File: config.mk
export PLATFORM = sky130hd
export DESIGN_NAME = ctrks_fifo
export DESIGN_NICKNAME = d
export VERILOG_FILES = /design/src/ctrks_pkg.sv /design/src/ctrks_fifo.sv
export SDC_FILE = /design/constraint.sdc
export NUM_CORES = 1
export LEC_CHECK = 0
export ABC_CLOCK_PERIOD_IN_PS = 3500
export BUFFER_PORTS_ARGS = -buffer_cell sky130_fd_sc_hd__buf_2
export CORE_ASPECT_RATIO = 1.75
export CORE_MARGIN = 1.5
export CORE_UTILIZATION = 25
export DETAILED_ROUTE_END_ITERATION = 16
export GPL_TIMING_DRIVEN = 0
export SYNTH_ARGS = -nofsm -noshare
export SYNTH_HDL_FRONTEND = slang
export SYNTH_SLANG_ARGS = --single-unit
File: constraint.sdc
create_clock -name clk -period 3.5 [get_ports clk]
set_input_delay 0.175 -clock clk [delete_from_list [all_inputs] [get_ports clk]]
set_output_delay 0.175 -clock clk [all_outputs]
set_load 0.02 [all_outputs]
File: src/ctrks_pkg.sv
// ----------------------------------------------------------------------------
// ctrks_pkg
// shared constants and aes round functions for the counter-mode keystream core
// ----------------------------------------------------------------------------
package ctrks_pkg;

  localparam int AES_ROUNDS  = 10;
  localparam int QUEUE_DEPTH = 4;
  localparam int CFG_W       = 64;
  localparam int CFG_IDX_W   = 2;
  localparam int BLK_W       = 128;

  localparam logic [CFG_IDX_W-1:0] CFG_KEY_HIGH = 2'd0;
  localparam logic [CFG_IDX_W-1:0] CFG_KEY_LOW  = 2'd1;
  localparam logic [CFG_IDX_W-1:0] CFG_IV_HIGH  = 2'd2;
  localparam logic [CFG_IDX_W-1:0] CFG_IV_LOW   = 2'd3;

  localparam logic CMD_DATA    = 1'b0;
  localparam logic CMD_RESTART = 1'b1;

  localparam logic [2047:0] SBOX_TABLE = {
    128'h637c777bf26b6fc53001672bfed7ab76,
    128'hca82c97dfa5947f0add4a2af9ca472c0,
    128'hb7fd9326363ff7cc34a5e5f171d83115,
    128'h04c723c31896059a071280e2eb27b275,
    128'h09832c1a1b6e5aa0523bd6b329e32f84,
    128'h53d100ed20fcb15b6acbbe394a4c58cf,
    128'hd0efaafb434d338545f9027f503c9fa8,
    128'h51a3408f929d38f5bcb6da2110fff3d2,
    128'hcd0c13ec5f974417c4a77e3d645d1973,
    128'h60814fdc222a908846eeb814de5e0bdb,
    128'he0323a0a4906245cc2d3ac629195e479,
    128'he7c8376d8dd54ea96c56f4ea657aae08,
    128'hba78252e1ca6b4c6e8dd741f4bbd8b8a,
    128'h703eb5664803f60e613557b986c11d9e,
    128'he1f8981169d98e949b1e87e9ce5528df,
    128'h8ca1890dbfe6426841992d0fb054bb16
  };

  function automatic logic [7:0] sbox(input logic [7:0] x);
    logic [2047:0] sh;
    sh = SBOX_TABLE >> {~x, 3'b000};
    return sh[7:0];
  endfunction

  function automatic logic [7:0] xtime(input logic [7:0] x);
    return {x[6:0], 1'b0} ^ (x[7] ? 8'h1b : 8'h00);
  endfunction

  function automatic logic [7:0] rcon(input logic [3:0] rnd);
    logic [7:0] v;
    case (rnd)
      4'd1:    v = 8'h01;
      4'd2:    v = 8'h02;
      4'd3:    v = 8'h04;
      4'd4:    v = 8'h08;
      4'd5:    v = 8'h10;
      4'd6:    v = 8'h20;
      4'd7:    v = 8'h40;
      4'd8:    v = 8'h80;
      4'd9:    v = 8'h1b;
      4'd10:   v = 8'h36;
      default: v = 8'h00;
    endcase
    return v;
  endfunction

  function automatic logic [BLK_W-1:0] key_next(input logic [BLK_W-1:0] k,
                                                 input logic [3:0] rnd);
    logic [31:0] w0, w1, w2, w3, t, n0, n1, n2, n3;
    w0 = k[127:96];
    w1 = k[95:64];
    w2 = k[63:32];
    w3 = k[31:0];
    t  = {sbox(w3[23:16]), sbox(w3[15:8]), sbox(w3[7:0]), sbox(w3[31:24])};
    t  = t ^ {rcon(rnd), 24'h000000};
    n0 = w0 ^ t;
    n1 = w1 ^ n0;
    n2 = w2 ^ n1;
    n3 = w3 ^ n2;
    return {n0, n1, n2, n3};
  endfunction

  function automatic logic [BLK_W-1:0] aes_round(input logic [BLK_W-1:0] s_in,
                                                  input logic last);
    logic [7:0] s [16];
    logic [7:0] t [16];
    logic [7:0] o [16];
    logic [7:0] a0, a1, a2, a3, al;
    logic [BLK_W-1:0] r;
    for (int i = 0; i < 16; i++) begin
      s[i] = s_in[127-8*i -: 8];
    end
    for (int c = 0; c < 4; c++) begin
      for (int i = 0; i < 4; i++) begin
        t[i+4*c] = sbox(s[i+4*((c+i)%4)]);
      end
    end
    for (int c = 0; c < 4; c++) begin
      a0 = t[4*c];
      a1 = t[4*c+1];
      a2 = t[4*c+2];
      a3 = t[4*c+3];
      al = a0 ^ a1 ^ a2 ^ a3;
      o[4*c]   = last ? a0 : (a0 ^ al ^ xtime(a0 ^ a1));
      o[4*c+1] = last ? a1 : (a1 ^ al ^ xtime(a1 ^ a2));
      o[4*c+2] = last ? a2 : (a2 ^ al ^ xtime(a2 ^ a3));
      o[4*c+3] = last ? a3 : (a3 ^ al ^ xtime(a3 ^ a0));
    end
    r = '0;
    for (int i = 0; i < 16; i++) begin
      r[127-8*i -: 8] = o[i];
    end
    return r;
  endfunction

endpackage

File: src/ctrks_fifo.sv
// ----------------------------------------------------------------------------
// ctrks_fifo
// small synchronous queue used at the input and between core and result port
// ----------------------------------------------------------------------------
module ctrks_fifo #(
  parameter int WIDTH = 8,
  parameter int DEPTH = ctrks_pkg::QUEUE_DEPTH
) (
  input  logic             clk,
  input  logic             rst_n,
  input  logic             push,
  input  logic [WIDTH-1:0] din,
  output logic             full,
  input  logic             pop,
  output logic [WIDTH-1:0] dout,
  output logic             empty
);

  localparam int PW = (DEPTH > 1) ? $clog2(DEPTH) : 1;
  localparam int CW = $clog2(DEPTH + 1);

  logic [WIDTH-1:0] mem_r [DEPTH];
  logic [PW-1:0]    wr_ptr_r, rd_ptr_r;
  logic [CW-1:0]    cnt_r;
  logic             do_push, do_pop;

  assign full    = (cnt_r == CW'(DEPTH));
  assign empty   = (cnt_r == '0);
  assign do_push = push & ~full;
  assign do_pop  = pop & ~empty;
  assign dout    = mem_r[rd_ptr_r];

  always_ff @(posedge clk) begin
    if (!rst_n) begin
      wr_ptr_r <= '0;
      rd_ptr_r <= '0;
      cnt_r    <= '0;
    end else begin
      if (do_push) begin
        mem_r[wr_ptr_r] <= din;
        wr_ptr_r <= (wr_ptr_r == PW'(DEPTH - 1)) ? '0 : wr_ptr_r + 1'b1;
      end
      if (do_pop) begin
        rd_ptr_r <= (rd_ptr_r == PW'(DEPTH - 1)) ? '0 : rd_ptr_r + 1'b1;
      end
      if (do_push && !do_pop) begin
        cnt_r <= cnt_r + 1'b1;
      end else if (do_pop && !do_push) begin
        cnt_r <= cnt_r - 1'b1;
      end
    end
  end

endmodule

==> metrics.yaml <==
run_status:
  status: "finished clean"
drt:
  drtPass1Iterations: 3
  vias_per_cell: 4.208
  dr.first_iter.drc_count: 25
  wirelength_um: 2745
  wire_per_inst_um: 13.59
  antenna_left: 0
  drc_errors: 0
  vias: 850
global_route:
  grt_pass1_vias: 909
  antenna_found_initial: 0
  gr-total-overflow: 0
  grt_max_degree: 13
  grt_usage: 0.08728
  grt_first_pass_wirelength_um: 4464
floorplanning:
  placement_rows: 38
  start_util: 0.2600
  die_h_um: 109.9
  num_io_pins: 22
  core_mm2: 0.006276
  fp.dieArea_mm2: 0.007039
  die_w_um: 64.07
clocking:
  clk_pin_slew_ps: 70
  cts_htree_levels: 2
  postCtsHoldBufs: 0
  clkSinkCount: 41
  cts_buffers: 5
  clkLatencyLatePin_ps: 280
  clock_path_buffers: 2
  cts_tree: "built"
  postCtsSetupBuffers: 0
  cts_root_buffer: "clkbuf_8"
  cts_resized: 0
layout:
  drive_gt1_frac: 0.3197
  fillerInstances: 645
  seq_area_mm2: 0.001141
  final_cell_mix: "32 x edfxtp_1, 23 x buf_2, 9 x dfxtp_1"
  layout_commonest_cell: "edfxtp_1"
  area_delta_synth_final_pct: 19.40
  diodes: 0
  nNetsFinal: 140
  multi_input_area_um2: 457.9
power:
  power.density_mw_per_mm2: 676.4
  p_sw_uw: 379.4
  p_sw_frac: 0.2879
  p_seq_frac: 0.465
  p_clk_frac: 0.268
  p_int_uw: 938.3
  pwr-share-comb: 0.267
  peakVddDrop_v: 0.0004008
  power.leakage_nw: 0.7082
synth:
  synth.distinct_cells: 24
  syn_area_per_cell_um2: 17.54
  synth-seq-cells: 41
  synth_area_mm2: 0.001632
  synth_area_leaders: "edfxtp_1 59%, dfxtp_1 11%, mux4_2 11%"
  netlist.area_leader.share: 0.5890
  synth_cells: 93
  yosysSeqAreaShare: 0.6994
  ys_warn_count: 0
  syn_nets: 112
  synth_top_area_cell: "edfxtp_1"
timing:
  finalCritPeriodShare: 0.6789
  final_max_slew_viol_count: 0
  worstMarginPinSlew_ps: 576.5
  slew_headroom: 0.6124
  fin_crit_ps: 2376
  timing.fmax_ghz: 0.4208
  finalClockSkew_ps: 4.832
  final_hold_viol_count: 0
  tns_ps: 0
  rsz0062_at_grt: "no"
  setup_viol_count_final: 0
  holdWs_ps: 100.8
setup_path:
  critPathKind: "flop to flop"
  cp_slowest_cell: "o31ai_1"
  path_max_fanout: 5
  startpoint_type: "flop"
  r2r-start: "cnt_r[0]$_SDFFE_PN0P_"
  worstPathArrival_ps: 2590
  rrSetupSlack_ps: 1120
  crit_required_ps: 3720
  path_buf_inv: 1
  cp-end-kind: "flop"
  crit_chain: "o31ai_1, ha_1, inv_1, fa_1, xor2_1, or3_1, a21boi_0"
  slowest_delay_ps: 550
  critPathTopFamily: "compound AO/OA/AOI/OAI gates"
  crit_path_start: "cnt_r[0]$_SDFFE_PN0P_"
run:
  maxCapViolCount: 0
placement:
  place.gp.congestion: 0.6891
  dp_hpwl_um: 2012
  numPortBuffers: 21
min_path:
  min_from: "din[1]"
  hp-class: "input port to flop"
## synthesized netlist by cell type
cell,count
edfxtp_1,32
dfxtp_1,9
mux4_2,8
ha_1,6
nand2_1,5
and3_1,4
inv_1,4
mux2i_1,3
nand3_1,3
o21ai_0,3
buf_2,2
nor2b_1,2
a21boi_0,1
and2_1,1
buf_1,1
clkbuf_1,1
fa_1,1
nor2_1,1
nor3_1,1
nor3b_2,1
o31ai_1,1
or3_1,1
xnor2_1,1
xor2_1,1
## final timing paths
kind / endpoint / cells after the start
max: cnt_r[2]$_SDFFE_PN0P_ / 7
min: mem_r[1][1]$_DFFE_PP_ / 1
min reg2reg: wr_ptr_r[1]$_SDFFE_PN0P_ / 2
max reg2reg: cnt_r[2]$_SDFFE_PN0P_ / 7
## state kept, by name, summed over array words and instances (netlist names), named ones only
name,count
rd_ptr_r,2
mem_r,32
wr_ptr_r,2
cnt_r,3
## power by group through the flow
stage | logic [mW] | registers, mW | clock network, mW
after floorplan | 0.262 | 0.615 | 0
after global placement | 0.340 | 0.618 | 0
after detailed placement | 0.360 | 0.624 | 0
after CTS | 0.362 | 0.614 | 0.360
after global routing | 0.388 | 0.619 | 0.386
final | 0.352 | 0.613 | 0.353
## layer usage
metal  wire [um]  GRT usage  share of wire
met1        1034    0.08724           0.38
met3         164    0.03685          0.060
met2        1497     0.1585           0.55
met5           0          0              0
met4          48    0.03261          0.017
## area by class of cell
class | count | area share
buffer | 4 | 0.008992
clock buffer | 8 | 0.05716
inverter | 4 | 0.007707
multi-input combinational | 44 | 0.2351
sequential | 41 | 0.5857
tap | 80 | 0.05138
timing repair buffer | 21 | 0.05395
## cell families (layout without fill, tap and decap cells)
kind of cell	after synthesis	count (layout)	share of synthesized area
AO/OA/AOI/OAI	5	5	0.01841
multiplexers	11	11	0.1288
adder cells (fa/ha/maj)	7	7	0.05828
buffers and inverters	8	37	0.01993
XOR/XNOR	2	2	0.01074
AND/OR/NAND/NOR	19	19	0.06441
flip-flops	41	41	0.6994
## per-stage QoR
stage / std cells / area, um2 / setup slack (ps) / util / power (mW)
after floorplan: 93 / 1632 / 1407 / - / 0.8771
after global placement: 194 / 1837 / 1321 / 0.2927 / 0.9574
after detailed placement: 194 / 1837 / 1111 / 0.2927 / 0.9845
after CTS: 202 / 1948 / 1096 / 0.3104 / 1.336
after global routing: 202 / 1948 / 980.1 / 0.3104 / 1.393
final: 202 / 1948 / 1124 / 0.3104 / 1.318
(Power assumes the default switching activity.)
